File: config.mk
export PLATFORM = sky130hd
export DESIGN_NAME = hermite_spline_time_warp_unit
export DESIGN_NICKNAME = d
export VERILOG_FILES = /design/src/rtl/hstw_pkg.sv /design/src/rtl/hermite_spline_time_warp_unit.sv
export VERILOG_INCLUDE_DIRS = /design/src /design/src/rtl
export SDC_FILE = /design/constraint.sdc
export NUM_CORES = 2
export LEC_CHECK = 0
export BUFFER_PORTS_ARGS = -buffer_cell sky130_fd_sc_hd__buf_2
export CAP_MARGIN = 20
export CORE_MARGIN = 4
export CORE_UTILIZATION = 55
export DETAILED_ROUTE_END_ITERATION = 8
export PLACE_DENSITY = 0.71
export SYNTH_ARGS = -nofsm -noshare
export SYNTH_HDL_FRONTEND = slang
export SYNTH_SLANG_ARGS = --single-unit
export TNS_END_PERCENT = 1
File: constraint.sdc
create_clock -name clk_i -period 20.9 [get_ports clk_i]
set_input_delay 2.09 -clock clk_i [delete_from_list [all_inputs] [get_ports clk_i]]
set_output_delay 2.09 -clock clk_i [all_outputs]
set_load 0.1 [all_outputs]
File: src/rtl/assert_macros.svh
// ----------------------------------------------------------------------------
// assertion macros
// immediate-implication and next-cycle-implication property checks
// ----------------------------------------------------------------------------
`ifndef ASSERT_MACROS_SVH
`define ASSERT_MACROS_SVH
`ifndef NO_ASSERTIONS
`define HSTW_ASSERT_I(lbl, ante, cons) \
  lbl: assert property (@(posedge clk_i) disable iff (!rst_ni) (ante) |-> (cons)) \
    else $error("assertion failed");
`define HSTW_ASSERT_NX(lbl, ante, cons) \
  lbl: assert property (@(posedge clk_i) disable iff (!rst_ni) (ante) |=> (cons)) \
    else $error("assertion failed");
`else
`define HSTW_ASSERT_I(lbl, ante, cons)
`define HSTW_ASSERT_NX(lbl, ante, cons)
`endif
`endif

File: src/rtl/hstw_pkg.sv
// ----------------------------------------------------------------------------
// hstw_pkg
// types and constants of the hermite spline time warp unit
// ----------------------------------------------------------------------------
package hstw_pkg;

  localparam int unsigned MaxAnchors = 16;
  localparam int unsigned IdxW       = $clog2(MaxAnchors);
  localparam int unsigned TimeW      = 32;
  localparam int unsigned SlopeW     = 24;
  localparam int unsigned ResW       = 32;
  localparam int unsigned InDataW    = 64;
  localparam int unsigned OutDataW   = 72;
  localparam int unsigned SW         = 17;
  localparam int unsigned DivSteps   = 16;

  localparam logic CMD_LOAD  = 1'b0;
  localparam logic CMD_QUERY = 1'b1;

  localparam logic signed [31:0] C2Base = 32'sd196608;
  localparam logic signed [31:0] C3Base = -32'sd131072;
  localparam logic [SW-1:0]      SOne   = 17'h10000;

  typedef enum logic [9:0] {
    ST_IDLE     = 10'b00_0000_0001,
    ST_CLAMP_LO = 10'b00_0000_0010,
    ST_CLAMP_HI = 10'b00_0000_0100,
    ST_SEARCH   = 10'b00_0000_1000,
    ST_LOAD_LO  = 10'b00_0001_0000,
    ST_DIV      = 10'b00_0010_0000,
    ST_COEF     = 10'b00_0100_0000,
    ST_MUL      = 10'b00_1000_0000,
    ST_ADD      = 10'b01_0000_0000,
    ST_SPARE    = 10'b10_0000_0000
  } state_e;

  function automatic logic [ResW-1:0] sat32(input logic signed [34:0] x);
    logic [ResW-1:0] r;
    if (x > 35'sd2147483647) begin
      r = 32'h7FFF_FFFF;
    end else if (x < -35'sd2147483648) begin
      r = 32'h8000_0000;
    end else begin
      r = x[31:0];
    end
    return r;
  endfunction

endpackage

File: src/rtl/hermite_spline_time_warp_unit.sv
// ----------------------------------------------------------------------------
// hermite_spline_time_warp_unit
// anchor table, sequential segment search, bit-serial divider and one shared
// multiplier evaluating a cubic hermite curve and its derivative
// ----------------------------------------------------------------------------
// load transaction: writes one anchor table entry, no result
// query transaction: clamp low, clamp high, segment search, load low, divide (skipped
//   when the segment is not ascending or t is at one of its ends), coefficients, then
//   multiply/add steps; search steps one table read a cycle; one query at a time; the
//   result register lets the next transaction in, a result still held downstream stalls the final step
// rst_ni clears control state and sets segment_count to 1; table is not cleared
`include "assert_macros.svh"

module hermite_spline_time_warp_unit (
  input  logic                           clk_i,
  input  logic                           rst_ni,
  input  logic                           cfg_wr_en_i,
  input  logic [3:0]                     cfg_wr_data_i,   // segment_count
  input  logic                           s_axis_tvalid_i,
  output logic                           s_axis_tready_o,
  // anchor_index[3:0], time_value[35:4], anchor_slope[59:36], zero pad
  input  logic [hstw_pkg::InDataW-1:0]   s_axis_tdata_i,
  input  logic                           s_axis_tuser_i,  // cmd
  output logic                           m_axis_tvalid_o,
  input  logic                           m_axis_tready_i,
  // warped_param[31:0], param_rate[63:32], segment_found[67:64], zero pad
  output logic [hstw_pkg::OutDataW-1:0]  m_axis_tdata_o
);
  import hstw_pkg::*;

  logic [TimeW-1:0]         mem_time [MaxAnchors];
  logic signed [SlopeW-1:0] mem_slope [MaxAnchors];

  state_e                   state_q, state_d;
  logic [3:0]               cnt_q;
  logic [2:0]               step_q;
  logic [3:0]               segcnt_q;
  logic [IdxW-1:0]          n_q, seg_q, rd_addr;
  logic [TimeW-1:0]         t_q, hi_q, r_q, rd_time_q;
  logic signed [SlopeW-1:0] rd_slope_q, m0_q, m1_q;
  logic [SW-1:0]            s_q;
  logic signed [31:0]       c2_q, c3_q, acc_q, op, term;
  logic signed [49:0]       prod_q;
  logic signed [34:0]       sum;
  logic [ResW-1:0]          val_q;
  logic                     m_valid_q;
  logic [OutDataW-1:0]      m_data_q;
  logic                     in_acc, go;
  logic                     res_ld;
  logic [32:0]              r2, r2_sub;
  logic                     ge;

  assign s_axis_tready_o = (state_q == ST_IDLE);
  assign in_acc          = s_axis_tvalid_i & s_axis_tready_o;
  assign m_axis_tvalid_o = m_valid_q;
  assign m_axis_tdata_o  = m_data_q;

  assign go     = (seg_q < n_q - 4'd1) && (t_q > rd_time_q);
  assign r2     = {r_q, 1'b0};
  assign r2_sub = r2 - {1'b0, hi_q};
  assign ge     = (r2 >= {1'b0, hi_q});
  assign res_ld = (state_q == ST_ADD) && (step_q == 3'd4) && (!m_valid_q || m_axis_tready_i);

  always_comb begin
    case (state_q)
      ST_CLAMP_LO: rd_addr = n_q;
      ST_CLAMP_HI: rd_addr = 4'd1;
      ST_SEARCH:   rd_addr = go ? seg_q + 4'd2 : seg_q;
      default:     rd_addr = '0;
    endcase
  end

  always_comb begin
    case (step_q)
      3'd0:    op = c3_q;
      3'd3:    op = c3_q + (c3_q <<< 1);
      default: op = acc_q;
    endcase
    case (step_q)
      3'd0:    term = c2_q;
      3'd2:    term = {{(32-IdxW-16){1'b0}}, seg_q, 16'h0000};
      3'd3:    term = c2_q <<< 1;
      default: term = 32'(m0_q);
    endcase
    sum = 35'($signed(prod_q[49:16])) + 35'(term);
  end

  always_ff @(posedge clk_i) begin
    if (in_acc && (s_axis_tuser_i == CMD_LOAD)) begin
      mem_time[s_axis_tdata_i[3:0]]   <= s_axis_tdata_i[35:4];
      mem_slope[s_axis_tdata_i[3:0]]  <= s_axis_tdata_i[59:36];
    end
    rd_time_q  <= mem_time[rd_addr];
    rd_slope_q <= mem_slope[rd_addr];
  end

  always_comb begin
    state_d = state_q;
    case (state_q)
      ST_IDLE:     if (in_acc && (s_axis_tuser_i == CMD_QUERY)) state_d = ST_CLAMP_LO;
      ST_CLAMP_LO: state_d = ST_CLAMP_HI;
      ST_CLAMP_HI: state_d = ST_SEARCH;
      ST_SEARCH:   if (!go) state_d = ST_LOAD_LO;
      ST_LOAD_LO: begin
        if ((hi_q <= rd_time_q) || (t_q <= rd_time_q) || (t_q >= hi_q)) begin
          state_d = ST_COEF;
        end else begin
          state_d = ST_DIV;
        end
      end
      ST_DIV:      if (cnt_q == 4'd0) state_d = ST_COEF;
      ST_COEF:     state_d = ST_MUL;
      ST_MUL:      state_d = ST_ADD;
      ST_ADD: begin
        if (step_q != 3'd4) begin
          state_d = ST_MUL;
        end else if (!m_valid_q || m_axis_tready_i) begin
          state_d = ST_IDLE;
        end
      end
      default:     state_d = ST_IDLE;
    endcase
  end

  always_ff @(posedge clk_i or negedge rst_ni) begin
    if (!rst_ni) begin
      state_q   <= ST_IDLE;
      segcnt_q  <= 4'd1;
      m_valid_q <= 1'b0;
      seg_q     <= '0;
      n_q       <= 4'd1;
      cnt_q     <= '0;
      step_q    <= '0;
    end else begin
      state_q <= state_d;
      if (cfg_wr_en_i) segcnt_q <= cfg_wr_data_i;
      if (res_ld) begin
        m_valid_q <= 1'b1;
      end else if (m_axis_tready_i) begin
        m_valid_q <= 1'b0;
      end
      case (state_q)
        ST_IDLE: begin
          seg_q <= '0;
          n_q   <= (segcnt_q == 4'd0) ? 4'd1 : segcnt_q;
        end
        ST_SEARCH: if (go) seg_q <= seg_q + 4'd1;
        ST_LOAD_LO: cnt_q <= 4'(DivSteps - 1);
        ST_DIV:     cnt_q <= cnt_q - 4'd1;
        ST_COEF:    step_q <= '0;
        ST_ADD: begin
          if (step_q != 3'd4) begin
            step_q <= step_q + 3'd1;
          end
        end
        default: ;
      endcase
    end
  end

  always_ff @(posedge clk_i) begin
    case (state_q)
      ST_IDLE:     t_q <= s_axis_tdata_i[35:4];
      ST_CLAMP_LO: if (t_q < rd_time_q) t_q <= rd_time_q;
      ST_CLAMP_HI: if (t_q > rd_time_q) t_q <= rd_time_q;
      ST_SEARCH: begin
        hi_q <= rd_time_q;
        m1_q <= rd_slope_q;
      end
      ST_LOAD_LO: begin
        m0_q <= rd_slope_q;
        s_q  <= '0;
        r_q  <= t_q - rd_time_q;
        hi_q <= hi_q - rd_time_q;
        if ((hi_q > rd_time_q) && (t_q > rd_time_q) && (t_q >= hi_q)) s_q <= SOne;
      end
      ST_DIV: begin
        r_q <= ge ? r2_sub[31:0] : r2[31:0];
        s_q <= {s_q[SW-2:0], ge};
      end
      ST_COEF: begin
        c2_q <= C2Base - (32'(m0_q) <<< 1) - 32'(m1_q);
        c3_q <= C3Base + 32'(m0_q) + 32'(m1_q);
      end
      ST_MUL: prod_q <= op * $signed({1'b0, s_q});
      ST_ADD: begin
        acc_q <= sum[31:0];
        if (step_q == 3'd2) val_q <= sat32(sum);
        if (res_ld) begin
          m_data_q <= {4'h0, seg_q, sat32(sum), val_q};
        end
      end
      default: ;
    endcase
  end

  `HSTW_ASSERT_I(a_seg_range, state_q != ST_IDLE, seg_q < n_q)
  `HSTW_ASSERT_NX(a_query_busy, in_acc && (s_axis_tuser_i == CMD_QUERY), !s_axis_tready_o)
  `HSTW_ASSERT_I(a_div_bound, state_q == ST_DIV, r_q < hi_q)

endmodule

Word level (Yosys, flattened, before mapping)
Memories as Yosys holds them, arrays and structs flattened. A register that Yosys moved wholly into a read port is not among the register bits.
Cells that the tools add are included.
W data, S select, Z words.
{ "word_totals": {"regBits": 437, "ramBits": 896, "out_inout_bits": 74, "wordCells": 126, "memories": 2} }
{ "op_classes": {"addsub": 14, "n_mul": 1, "magnitude_cmp": 10, "eq_ne": 21, "muxes": 31, "n_bitwise": 2, "n_reduce_logical": 26} }
{ "mem_list": {"columns": ["memory", "depth", "word_bits", "read_ports", "rd_ports_with_merged_regs", "wr", "line", "text"], "rows": [
  ["mem_time", 16, 32, 1, 1, 1, "hermite_spline_time_warp_unit.sv:31", "logic [TimeW-1:0] mem_time [MaxAnchors];"],
  ["mem_slope", 16, 24, 1, 1, 1, "hermite_spline_time_warp_unit.sv:32", "logic signed [SlopeW-1:0] mem_slope [MaxAnchors];"]
]} }
{ "op_table": {"columns": ["cell", "n"], "rows": [
  ["$pmux W32 S2", 3],
  ["$pmux W32 S3", 2],
  ["$mux W32", 5],
  ["$sub A32 B32 Y32", 3],
  ["$pmux W10 S9", 1],
  ["$gt A32 B32 Y1", 2],
  ["$le A32 B32 Y1", 2],
  ["$mul A32 B18 Y50", 1],
  ["$mux W10", 5],
  ["$add A34 B32 Y35", 1],
  ["$gt A35 B32 Y1 const B", 1],
  ["$lt A35 B32 Y1 const B", 1],
  ["$pmux W17 S2", 1],
  ["$ge A33 B32 Y1", 1],
  ["$add A32 B32 Y32", 1],
  ["$ge A32 B32 Y1", 1],
  ["$lt A32 B32 Y1", 1],
  ["$sub A26 B24 Y27", 1],
  ["$add A25 B24 Y26", 1],
  ["$sub A19 B25 Y26 const A", 1],
  ["$add A18 B24 Y25 const A", 1],
  ["$mux W17", 1],
  ["$pmux W4 S2", 2],
  ["$mux W4", 3],
  ["37 further kinds", 63]
]} }

Longest topological paths before layout
{ "depth": {"word_depth": 6, "mapped_depth": 37, "depth_no_buf": 36} }

Worst setup path after synthesis
Ideal clock, no wire load.
{ "synth_timing": {"path_kind": "reg-to-reg", "startpoint": "register c3_q[1]", "endpoint": "register prod_q[43] (data pin)", "setup_ps": 258, "t_arrival_ps": 9039, "slack_ps": 11603, "path_stages_with_launch": 37, "synth_period_minus_slack_ps": 9297, "path_cell_list": "edfxtp_1 -> ha_1 -> fa_1 -> a21o_1 -> a211o_1 -> a2111oi_2 -> o311ai_1 -> a311o_1 -> o211ai_1 -> a21oi_1 -> nand2_1 -> mux2_2 -> o21ai_0 -> clkbuf_1 -> and2_1 -> fa_1 -> inv_1 -> fa_1 -> fa_1 -> inv_1 -> fa_1 -> fa_1 -> inv_1 -> fa_1 -> inv_1 -> ha_1 -> o21ai_0 -> a21boi_0 -> o21a_1 -> or2_2 -> a2bb2oi_1 -> o21ai_0 -> a31o_2 -> a21oi_1 -> o21ai_0 -> a21oi_1 -> xnor2_1"} }
{ "synth_between": {"elab_chain_cells": 3} }
{ "synth_rtl": {"columns": ["item", "line", "text"], "rows": [
  ["start: declaration", "hermite_spline_time_warp_unit.sv:42", "logic signed [31:0] c2_q, c3_q, acc_q, op, term;"],
  ["start signal: assignment", "hermite_spline_time_warp_unit.sv:183", "c3_q <= C3Base + 32'(m0_q) + 32'(m1_q);"],
  ["$add A32 B32 Y32", "hermite_spline_time_warp_unit.sv:76", "3'd3: op = c3_q + (c3_q <<< 1);"],
  ["$pmux W32 S2 *", "hermite_spline_time_warp_unit.sv:74", "case (step_q)"],
  ["$mul A32 B18 Y50 *", "hermite_spline_time_warp_unit.sv:185", "ST_MUL: prod_q <= op * $signed({1'b0, s_q});"],
  ["end signal: assignment", "hermite_spline_time_warp_unit.sv:185", null],
  ["end: declaration", "hermite_spline_time_warp_unit.sv:43", "logic signed [49:0] prod_q;"]
]} }
Every way passes the cells marked *; elsewhere a longest branch is shown, timed or not.
A chain may end at the register's enable or synchronous reset.

Worst setup path after layout
Ends and elaborated chain as after synthesis.

==> reports/qor.yml <==
run_status:
  status: "finished, final reports clean"
route:
  vias_per_cell: 5.884
  route.detailed.drc: 0
  drt_first_pass_iters: 7
  antenna_left: 0
  via_count: 49522
  routed_wl_um: 188900
  initialDrtViolationCount: 4382
  wl_per_cell_um: 22.45
pwr:
  p_per_area_nw_per_um2: 84.81
  peakVddDrop_uv: 90.42
  leakagePower_nw: 35.39
setup_path:
  critPathArrivalTime_ps: 11510
  path_common_cell: "fa_1"
  crit_path_end_kind: "flip-flop"
  cp-start-kind: "flip-flop"
  crit_type: "flip-flop to flip-flop"
  critPathSlowestCell: "o21ai_2"
  required_ps: 21400
  cpPeakStageDelay_ps: 720
  worstRegToRegCells: 33
  critPathMaxFanout: 17
timing:
  setup_slack_ps: 9886
  hold_viol_final: 0
  worst_pin_slew_ps: 1162
  fin_crit_sh_pct: 52.70
  max_freq_mhz: 90.80
  setup_violations: 0
  finalMaxSlewViolations: 0
  fin_worst_skew_ps: 58.97
  slew_headroom_pct: 22.56
  finalCriticalPeriod_ps: 11010
  rsz0062_at_grt: "no"
  finalSetupTns_ps: 0
global_routing:
  grt_pass1_wl_um: 296800
  antenna_found_initial: 16
  gr-usage-all-layers_pct: 25.29
  gr-total-overflow: 0
  grt_pass1_vias: 51585
  grt_max_degree: 66
clock_network:
  cts_resized: 0
  postCtsHoldBufs: 0
  cts-root-buf: "clkbuf_16"
  clk_latency_ps: 790
  clock-sinks: 1361
  cts.clk_slew.worst_paths_ps: 60
  htree_levels: 4
  cts_tree: "done"
  post_cts_buffers: 0
  cts.path.max_buffers: 3
  cts_buffers: 141
synth:
  synth_top_cell_area_share_pct: 47.73
  yosys_register_bits: 1361
  synth_area_um2: 80270
  seq_area_frac_synth_pct: 50.04
  syn_avg_cell_area_um2: 12.88
  netlist_top_cells_area: "edfxtp_1 (48%), fa_1 (13%), ha_1 (6.4%)"
  yosysMostFrequentCell: "edfxtp_1"
  yosys.cell_types.count: 86
  yosysWarnings: 0
  synth.cells.most_frequent: "edfxtp_1 (1276), inv_1 (848), nand2_1 (588)"
  synth_ff_type: "edfxtp_1"
  synth_edf_count: 1276
  synth_top_area_cell: "edfxtp_1"
  synthArstFlopShare_pct: 2.131
  syn_inst: 6231
hold_path:
  min_path_type: "flip-flop to flip-flop"
  hold_depth: 0
layout:
  filler_cell_count: 10978
  nets: 7391
  regArea_um2: 40170
  area_delta_synth_final_pct: 10.10
  multi_input_area_um2: 36170
  drive_gt1_share_pct: 11.51
floorplanning:
  ioPinCount: 148
  start_util_pct: 55.61
  die-area_um2: 152100
  rows: 139
  die-height_um: 390.0
  core_um2: 144400
  die_w_um: 390.0
job:
  maxCapViolCount: 0
placed_design:
  post-place-ws_ps: 10050
  port_buffers: 139
  place.detailed.hpwl_um: 126400
  place.gp.congestion: 0.9102
## worst max-delay path: cells and delay by family (launching register included)
kind,cells,cell delay [ps]
xor+xnor,1,80
flops,1,460
compound gates,16,4900
buf+inv,3,170
mux,1,340
fa+ha+maj,9,4120
simple gates,3,620
## through the flow
stage          power (mW)  hold WS, ps  cells  instance area [µm²]  utilization (%)
5_1_grt             7.819        408.9   8405                88350            61.20
3_5_place_dp        4.900        404.5   8137                83310            57.71
2_1_floorplan       4.460        400.3   6234                80280                -
6_report            7.495        400.6   8417                88380            61.22
3_3_place_gp        4.866        401.6   8137                83310            57.71
4_1_cts             7.515        410.7   8399                88210            61.11
## final cells by class
type	count	share of cell area (%)
diodes	13	0.03681
clock buffers	170	4.232
clock inverters	92	1.307
inverters	849	3.606
multi-input cells	3791	40.93
flip-flops and latches	1361	45.45
well taps	1903	2.694
repair buffers	238	1.741
## routing by layer
layer	global-route usage (%)	wire length [µm]
met5	0	28
met4	7.881	5724
met3	4.428	14460
met2	41.87	91240
met1	34.47	77500
## cell usage in the layout (no fill, tap or decap), types with 14 or more instances in the layout
| cell type | count |
|---|---|
| edfxtp_1 | 1276 |
| and2_1 | 277 |
| clkbuf_1 | 21 |
| or3_1 | 14 |
| nand2_1 | 587 |
| nor2b_1 | 96 |
| a22oi_1 | 22 |
| ha_1 | 409 |
| inv_1 | 847 |
| clkinv_2 | 23 |
| nor2_4 | 14 |
| o211ai_1 | 16 |
| nor2_1 | 156 |
| o21a_1 | 28 |
| o21ai_0 | 216 |
| o21bai_1 | 26 |
| a21oi_1 | 259 |
| fa_1 | 526 |
| nand3_1 | 56 |
| mux4_2 | 225 |
| buf_4 | 94 |
| bufinv_16 | 18 |
| clkinv_1 | 28 |
| a31oi_1 | 64 |
| and3_1 | 36 |
| a21o_1 | 104 |
| clkbuf_16 | 143 |
| a211oi_1 | 65 |
| nor3_1 | 49 |
| xnor2_1 | 138 |
| buf_2 | 139 |
| nand4_1 | 30 |
| dfxtp_1 | 56 |
| nand2b_1 | 55 |
| a222oi_1 | 23 |
| xor2_1 | 70 |
| dfrtp_1 | 26 |
## registers in the layout, indices dropped and copies added (netlist names)
name,cells
prod_q,34
rd_slope_q,24
m_axis_tvalid_o,1
mem_time,512
rd_time_q,32
m1_q,24
state_q,9
c3_q,26
c2_q,27
r_q,32
step_q,3
t_q,32
seg_q,4
acc_q,32
mem_slope,384
m0_q,24
val_q,32
hi_q,32
s_q,17
m_axis_tdata_o,68
cnt_q,4
segcnt_q,4
n_q,4
## report_power, final
group          internal [mW]  switching [mW]  total (mW)
logic                  0.646           0.976        1.62
registers               3.17          0.0826        3.25
clock network           1.52            1.10        2.62
total                   5.34            2.16        7.50
## path summary, 6_finish.rpt
kind | startpoint | endpoint | slack (ps)
worst max-delay path | c3_q[1] | prod_q[43] | 9890
max in group asynchronous | rst_ni | state_q[1] | 18980
worst max register to register | c3_q[1] | prod_q[43] | 9890
worst min register to register | val_q[4] | m_axis_tdata_o[4] | 400
worst min-delay path | val_q[4] | m_axis_tdata_o[4] | 400
min in group asynchronous | rst_ni | m_axis_tvalid_o | 1390
## kinds of logic after synthesis
group,synth area share (%)
buffers and inverters,5.212
flip-flops,50.04
multiplexers,6.587
other,0.004672
adder cells (fa/ha/maj),19.49
XOR/XNOR,2.270
AND/OR/NAND/NOR,8.679
AO/OA/AOI/OAI,7.714
(Power assumes the default switching activity.)
